File: src/rtl/hsvc_pkg.sv
// Shared types and constants for the HSV color pixel classifier.
// Has no dependencies; the classifier datapath, the register block and the top level import it.
`timescale 1ns / 1ps

package hsvc_pkg;

    // Component and register widths.
    localparam int unsigned CompW   = 8;
    localparam int unsigned ModeW   = 2;
    localparam int unsigned ApbAddrW = 3;
    localparam int unsigned ApbDataW = 32;

    // Register index of the color mode register.
    localparam logic [0:0] RegColorMode = 1'b0;

    // Color selection codes. The fourth code selects no color.
    typedef enum logic [ModeW-1:0] {
        MODE_RED   = 2'd0,
        MODE_GREEN = 2'd1,
        MODE_BLUE  = 2'd2
    } t_color_mode;

    // One RGB pixel.
    typedef struct packed {
        logic [CompW-1:0] red;
        logic [CompW-1:0] green;
        logic [CompW-1:0] blue;
    } t_pixel;

    // Absolute difference of two components.
    function automatic logic [CompW-1:0] abs_diff(input logic [CompW-1:0] a,
                                                  input logic [CompW-1:0] b);
        logic [CompW-1:0] res;
        res = (a >= b) ? (a - b) : (b - a);
        return res;
    endfunction

endpackage

File: src/rtl/hsvc_match.sv
// Combinational color test for one pixel: max, min, delta and the threshold compares.
// Depends on hsvc_pkg for the pixel type, the mode codes and abs_diff.
`timescale 1ns / 1ps

module hsvc_match (
    input  hsvc_pkg::t_pixel          i_pixel,
    input  logic [hsvc_pkg::ModeW-1:0] i_mode,
    output logic                       o_mask
);
    import hsvc_pkg::*;

    logic [CompW-1:0] w_r, w_g, w_b;
    logic [CompW-1:0] w_max, w_min, w_delta;
    logic [CompW-1:0] w_max_rg, w_min_rg;
    logic             w_red_max, w_green_max;
    logic             w_red_ok, w_green_ok, w_blue_ok;
    logic [15:0]      w_d100, w_m38;
    logic [10:0]      w_d5;
    logic [11:0]      w_m10;
    logic [9:0]       w_gb2, w_br3, w_d2;
    logic [10:0]      w_br6, w_gr6;
    logic [CompW-1:0] w_b_r, w_g_r;

    assign w_r = i_pixel.red;
    assign w_g = i_pixel.green;
    assign w_b = i_pixel.blue;

    // Maximum, minimum and spread of the three components.
    assign w_max_rg = (w_g > w_r) ? w_g : w_r;
    assign w_min_rg = (w_g < w_r) ? w_g : w_r;
    assign w_max    = (w_b > w_max_rg) ? w_b : w_max_rg;
    assign w_min    = (w_b < w_min_rg) ? w_b : w_min_rg;
    assign w_delta  = w_max - w_min;

    assign w_red_max   = (w_r == w_max);
    assign w_green_max = (w_g == w_max);

    // Scaled terms; every product is a small constant multiply.
    assign w_d100 = 16'(w_delta) * 16'd100;
    assign w_m38  = 16'(w_max) * 16'd38;
    assign w_d5   = 11'(w_delta) * 11'd5;
    assign w_m10  = 12'(w_max) * 12'd10;
    assign w_d2   = {1'b0, w_delta, 1'b0};
    assign w_gb2  = {1'b0, abs_diff(w_g, w_b), 1'b0};
    assign w_br3  = 10'(abs_diff(w_b, w_r)) * 10'd3;
    assign w_b_r  = w_b - w_r;
    assign w_g_r  = w_g - w_r;
    assign w_br6  = 11'(w_b_r) * 11'd6;
    assign w_gr6  = 11'(w_g_r) * 11'd6;

    // Red: red dominant, saturated enough, and hue near zero.
    assign w_red_ok = w_red_max && (w_d100 > w_m38) && (w_gb2 <= {2'b00, w_delta});

    // Green: green dominant over red, saturated, hue near 120 degrees.
    assign w_green_ok = !w_red_max && w_green_max && (w_d5 > 11'(w_max))
                        && (w_br3 <= w_d2);

    // Blue: bright, saturated, and hue in the blue band from either side.
    always_comb begin
        w_blue_ok = 1'b0;
        if ((w_m10 > 12'd765) && (w_d5 > 11'(w_max)) && !w_red_max) begin
            if (w_green_max) begin
                w_blue_ok = (w_b > w_r) && (w_br6 > w_d5);
            end else begin
                w_blue_ok = (w_g > w_r) && (w_gr6 > 11'(w_delta));
            end
        end
    end

    // Mode selection; black and grey pixels never match.
    always_comb begin
        o_mask = 1'b0;
        if ((w_max != '0) && (w_delta != '0)) begin
            case (i_mode)
                MODE_RED:   o_mask = w_red_ok;
                MODE_GREEN: o_mask = w_green_ok;
                MODE_BLUE:  o_mask = w_blue_ok;
                default:    o_mask = 1'b0;
            endcase
        end
    end

endmodule

File: src/rtl/hsvc_regs.sv
// APB-style register block holding the color mode register.
// Depends on hsvc_pkg for the bus widths and the register index.
`timescale 1ns / 1ps

module hsvc_regs (
    input  logic                          i_clk,
    input  logic                          i_rst_n,
    input  logic                          psel,
    input  logic                          penable,
    input  logic                          pwrite,
    input  logic [hsvc_pkg::ApbAddrW-1:0] paddr,
    input  logic [hsvc_pkg::ApbDataW-1:0] pwdata,
    output logic [hsvc_pkg::ApbDataW-1:0] prdata,
    output logic                          pready,
    output logic [hsvc_pkg::ModeW-1:0]    o_mode
);
    import hsvc_pkg::*;

    logic [ModeW-1:0] r_mode;
    logic             w_sel_mode;
    logic             w_wr;

    assign pready     = 1'b1;
    assign w_sel_mode = (paddr[ApbAddrW-1] == RegColorMode);
    assign w_wr       = psel && penable && pwrite;

    // The mode register takes the low bits of a write transaction.
    always_ff @(posedge i_clk) begin
        if (!i_rst_n) begin
            r_mode <= ModeW'(MODE_RED);
        end else if (w_wr && w_sel_mode) begin
            r_mode <= pwdata[ModeW-1:0];
        end
    end

    // Read data; addresses with the top address bit set read as zero.
    assign prdata = w_sel_mode ? {{(ApbDataW-ModeW){1'b0}}, r_mode} : '0;
    assign o_mode = r_mode;

endmodule

File: src/rtl/hsv_color_pixel_classifier_unit.sv
// Top level of the HSV color pixel classifier: input register, classifier, result register.
// Depends on hsvc_pkg, hsvc_regs and hsvc_match.
`timescale 1ns / 1ps

// Channel   | Direction | Handshake                  | Payload
// ----------+-----------+----------------------------+------------------------------------
// pixel     | in        | start high, busy low       | i_red, i_green, i_blue, i_last_in_frame
// result    | out       | o_done strobe, one cycle   | o_mask, o_frame_end
// config    | in/out    | APB psel/penable/pready    | paddr, pwdata, prdata
//
// One pixel transaction is accepted per clock while busy is low; its result is registered
// first in the input register, then in the result register around the classifier logic.
// busy is high only during reset and the cycle after it; nothing else stops the pipeline.
// Reset is synchronous and clears the valid bits and the mode register.
// The receiver cannot stall, so every result is presented for exactly one cycle.

module hsv_color_pixel_classifier_unit (
    input  logic                          i_clk,
    input  logic                          i_rst_n,
    input  logic                          start,
    output logic                          busy,
    input  logic [hsvc_pkg::CompW-1:0]    i_red,
    input  logic [hsvc_pkg::CompW-1:0]    i_green,
    input  logic [hsvc_pkg::CompW-1:0]    i_blue,
    input  logic                          i_last_in_frame,
    output logic                          o_done,
    output logic                          o_mask,
    output logic                          o_frame_end,
    input  logic                          psel,
    input  logic                          penable,
    input  logic                          pwrite,
    input  logic [hsvc_pkg::ApbAddrW-1:0] paddr,
    input  logic [hsvc_pkg::ApbDataW-1:0] pwdata,
    output logic [hsvc_pkg::ApbDataW-1:0] prdata,
    output logic                          pready
);
    import hsvc_pkg::*;

    logic             r_busy;
    logic             r_in_valid;
    t_pixel           r_in_pixel;
    logic             r_in_last;
    logic             r_done;
    logic             r_mask;
    logic             r_frame_end;
    logic             w_accept;
    logic             w_mask;
    logic [ModeW-1:0] w_mode;

    // Configuration registers.
    hsvc_regs u_regs (
        .i_clk   (i_clk),
        .i_rst_n (i_rst_n),
        .psel    (psel),
        .penable (penable),
        .pwrite  (pwrite),
        .paddr   (paddr),
        .pwdata  (pwdata),
        .prdata  (prdata),
        .pready  (pready),
        .o_mode  (w_mode)
    );

    // Busy covers reset and the first cycle out of it.
    always_ff @(posedge i_clk) begin
        r_busy <= !i_rst_n;
    end
    assign busy     = r_busy || !i_rst_n;
    assign w_accept = start && !busy;

    // Input register.
    always_ff @(posedge i_clk) begin
        if (!i_rst_n) begin
            r_in_valid <= 1'b0;
        end else begin
            r_in_valid <= w_accept;
        end
    end

    always_ff @(posedge i_clk) begin
        if (w_accept) begin
            r_in_pixel <= '{red: i_red, green: i_green, blue: i_blue};
            r_in_last  <= i_last_in_frame;
        end
    end

    // Classifier logic between the two registers.
    hsvc_match u_match (
        .i_pixel (r_in_pixel),
        .i_mode  (w_mode),
        .o_mask  (w_mask)
    );

    // Result register.
    always_ff @(posedge i_clk) begin
        if (!i_rst_n) begin
            r_done <= 1'b0;
        end else begin
            r_done <= r_in_valid;
        end
    end

    always_ff @(posedge i_clk) begin
        if (r_in_valid) begin
            r_mask      <= w_mask;
            r_frame_end <= r_in_last;
        end
    end

    assign o_done      = r_done;
    assign o_mask      = r_mask;
    assign o_frame_end = r_frame_end;

    // Every accepted transaction strobes its result after the input and result registers.
    a_latency: assert property (@(posedge i_clk) disable iff (!i_rst_n)
        w_accept |=> ##1 o_done)
        else $error("accepted pixel produced no result strobe");

    // A result strobe always traces back to a valid input register.
    a_done_src: assert property (@(posedge i_clk) disable iff (!i_rst_n)
        o_done |-> $past(r_in_valid))
        else $error("result strobe without a registered pixel");

    // A grey pixel never produces a match.
    a_grey_zero: assert property (@(posedge i_clk) disable iff (!i_rst_n)
        (o_done && o_mask) |-> $past((r_in_pixel.red != r_in_pixel.green)
                                     || (r_in_pixel.green != r_in_pixel.blue)))
        else $error("grey pixel reported as a color match");

endmodule
File: config.mk
export PLATFORM = sky130hd
export DESIGN_NAME = hsv_color_pixel_classifier_unit
export DESIGN_NICKNAME = d
export VERILOG_FILES = /design/src/rtl/hsvc_pkg.sv /design/src/rtl/hsvc_match.sv /design/src/rtl/hsvc_regs.sv /design/src/rtl/hsv_color_pixel_classifier_unit.sv
export SDC_FILE = /design/constraint.sdc
export NUM_CORES = 1
export LEC_CHECK = 0
export ABC_AREA = 1
export BUFFER_PORTS_ARGS = -buffer_cell sky130_fd_sc_hd__clkbuf_2
export CAP_MARGIN = 10
export CELL_PAD_IN_SITES_DETAIL_PLACEMENT = 2
export CELL_PAD_IN_SITES_GLOBAL_PLACEMENT = 2
export CORE_MARGIN = 2
export CORE_UTILIZATION = 35
export CTS_CLUSTER_SIZE = 28
export DETAILED_ROUTE_END_ITERATION = 10
export PLACE_DENSITY_LB_ADDON = 0.2
export SLEW_MARGIN = 10
export SYNTH_ARGS = -nofsm -noshare
export SYNTH_HDL_FRONTEND = slang
export SYNTH_HIERARCHICAL = 1
export SYNTH_SLANG_ARGS = --single-unit
File: constraint.sdc
create_clock -name i_clk -period 10.67 [get_ports i_clk]
set_clock_uncertainty 0.1 [all_clocks]
set_input_delay 3.201 -clock i_clk [delete_from_list [all_inputs] [get_ports i_clk]]
set_output_delay 3.201 -clock i_clk [all_outputs]
set_load 0.02 [all_outputs]
==> run metrics <==
Routed Wire Length 28.41 mm; PostCTS Resize Cnt 0; CORE AREA 0.02411 mm2; I/O Buffers 39; die area 0.02562 mm2; f_max 104.9 MHz; CP required 10580 ps; Seq/Total Area, Yosys 0.1069; DP Worst Slack 1143 ps; Max Cap Viol 0; Top FF cell, synth edfxtp_1; non-filler cells, final 1560; Setup TNS 0 ps; CP arrival 9450 ps; DRC 0; Final WS setup 1134 ps; vias in the first global route 8507; VDD IR max 0.1363 mV; crit-path most repeated cell nand2_1; slew margin rel. 0.4595; largest fanout on the critical path 20; Async SR Flop Fraction 0; clock power share 0.060; Warnings, synthesis 6; die width 160.1 um; CTS Sinks 32; nets@finish 1514; total power 0.002263 W; IO Pins 103; power per cell area 247.3 mW/mm2; # Post-CTS Setup Buffers 0; Min-Delay Path Class reg -> reg; largest net degree at the start of global routing 26; area grow syn2layout 7.354%; min cycle time layout 9536 ps; Skew-Pair Late Insertion Delay 280 ps; Cells after DPL 1552; Min Hold Slack 319.1 ps; Startpoint Class flip-flop; Total GRT Usage 0.2212; final hold violations 0; largest area contributor in the netlist ha_1; cts bufs inserted 5; total grt overflow 0; count leader, synth nand2_1; switch share 0.5636; CP endpoint kind flip-flop; Antenna Nets Post-Route 0; Routability Congestion 0.8716; sequential share of power 0.065; top cells by count, synth nand2_1 (215), inv_1 (200), ha_1 (196); initial antenna violation count 0; initial core utilization 0.3536; synthesized area 0.008524 mm2; Setup CP Type reg -> reg; Period Utilization, post-route 0.8937; Root Buffer clkbuf_16; chip height 160.1 um; slowest stage delay, CP 510 ps; CTS tree yes; Ant. Diodes 0; dpl hpwl 24.75 mm; CTS Hold Bufs 0; vias per cell 5.129; syn avg cell area 7.145 um2; Yosys cell types 57; DR WL/cell 18.21 um; initial DRC count 282; final setup vio count 0; Max stage delay cell, worst path fa_1; clock-pin slew on the worst setup and hold paths 50 ps; Final Max Slew Viols 0; TritonRoute pass-1 iters 4; flops & latches, synth 32; Switching Power 0.001275 W; worst-margin pin slew 802.2 ps; status finished clean; internal power 0.0009877 W; vias post-DR 8001; deepest clock path buffer count 2; row count 57; P_leak 4.937 nW; H-Tree Depth 2; top-area cell type share of the netlist area 0.2877; Synth area leaders ha_1 (29%), edfxtp_1 (9.5%), nand2_1 (9.5%); first-pass GRT wire length 45.22 mm; Post-synth EDFFs 27; share of layout cells above drive strength 1 0.08819; RSZ-0062 raised after global routing no; Post-Syn Instances 1193; Logic pwr share 0.875
-- worst max-delay path, delay by kind of cell, from the launching register on --
family          cells  cell delay, ps
simple gates       25            3230
fa+ha+maj           9            3200
compound gates      7            1200
buf+inv             7             690
flops               1             470
xor+xnor            1             370
-- layout by cell type (no fill, tap or decap), drive strengths merged, types with 2 or more instances in the layout --
cell	count
conb	31
and2	3
a21o	6
o21bai	10
nand2	237
a221o	2
xor2	45
o31ai	3
a221oi	3
dfxtp	5
nand3b	2
a21oi	85
fa	17
or2	6
o211ai	2
nor3	6
xnor2	31
o21ai	63
nor4	4
a211oi	4
nand4	14
nand3	75
buf	9
clkinv	3
a21boi	2
edfxtp	27
nor2	82
clkbuf	44
inv	207
ha	196
nor3b	2
-- power groups by stage --
stage	registers (W)	clock network [W]	logic (W)
6_report	0.000147	0.000135	0.00198
3_3_place_gp	0.000150	0	0.00191
2_1_floorplan	0.000146	0	0.00147
4_1_cts	0.000147	0.000138	0.00203
3_5_place_dp	0.000150	0	0.00201
5_1_grt	0.000147	0.000143	0.00234
-- per-layer routing --
| layer | share of wire | routed length (um) | vias up | global-route usage |
|---|---|---|---|---|
| li1 | - | - | 3943 | - |
| met1 | 0.47 | 13240 | 3898 | 0.2903 |
| met2 | 0.49 | 13900 | 133 | 0.4016 |
| met3 | 0.026 | 732 | 27 | 0.009870 |
| met4 | 0.019 | 538 | 0 | 0.04832 |
| met5 | 0 | 0 | - | 0 |
-- final timing paths --
| check | slack [ps] | endpoint | cells after the start | startpoint |
|---|---|---|---|---|
| hold / removal | 320 | o_frame_end$_DFFE_PP_ | 0 | r_in_last$_DFFE_PP_ |
| setup / recovery | 1130 | o_mask$_DFFE_PP_ | 49 | r_in_pixel[21]$_DFFE_PP_ |
| setup reg to reg | 1130 | o_mask$_DFFE_PP_ | 49 | r_in_pixel[21]$_DFFE_PP_ |
| hold reg to reg | 320 | o_frame_end$_DFFE_PP_ | 0 | r_in_last$_DFFE_PP_ |
-- per-stage QoR --
stage	instance area [um2]	utilization
2_1_floorplan	8633	-
6_report	9151	0.3796
4_1_cts	9146	0.3794
3_5_place_dp	9007	0.3737
5_1_grt	9151	0.3796
3_3_place_gp	9007	0.3737
-- final cells by class --
class                           instances  area (um2)
Timing Repair Buffer                   48       262.8
Fill cell                            2976       14950
Clock buffer                            5       125.1
Sequential cell                        32       910.9
Clock inverter                          3       13.76
Tap cell                              324       405.4
Inverter                              207       777.0
Multi-Input combinational cell        941        6656
-- state kept, by name, indices dropped and copies added, names as in the netlist --
name,cells
u_regs/o_mode,2
r_in_valid,1
o_frame_end,1
r_in_pixel,24
o_done,1
o_mask,1
r_busy,1
r_in_last,1
-- logic make-up after synthesis --
| kind of cell | share of synthesized area |
|---|---|
| AO/OA/AOI/OAI | 0.1261 |
| XOR/XNOR | 0.08029 |
| adder cells (fa/ha/maj) | 0.3276 |
| buffers and inverters | 0.1259 |
| flip-flops | 0.1069 |
| multiplexers | 0.002495 |
| other | 0.0008810 |
| AND/OR/NAND/NOR | 0.2299 |
(Power assumes the default switching activity.)
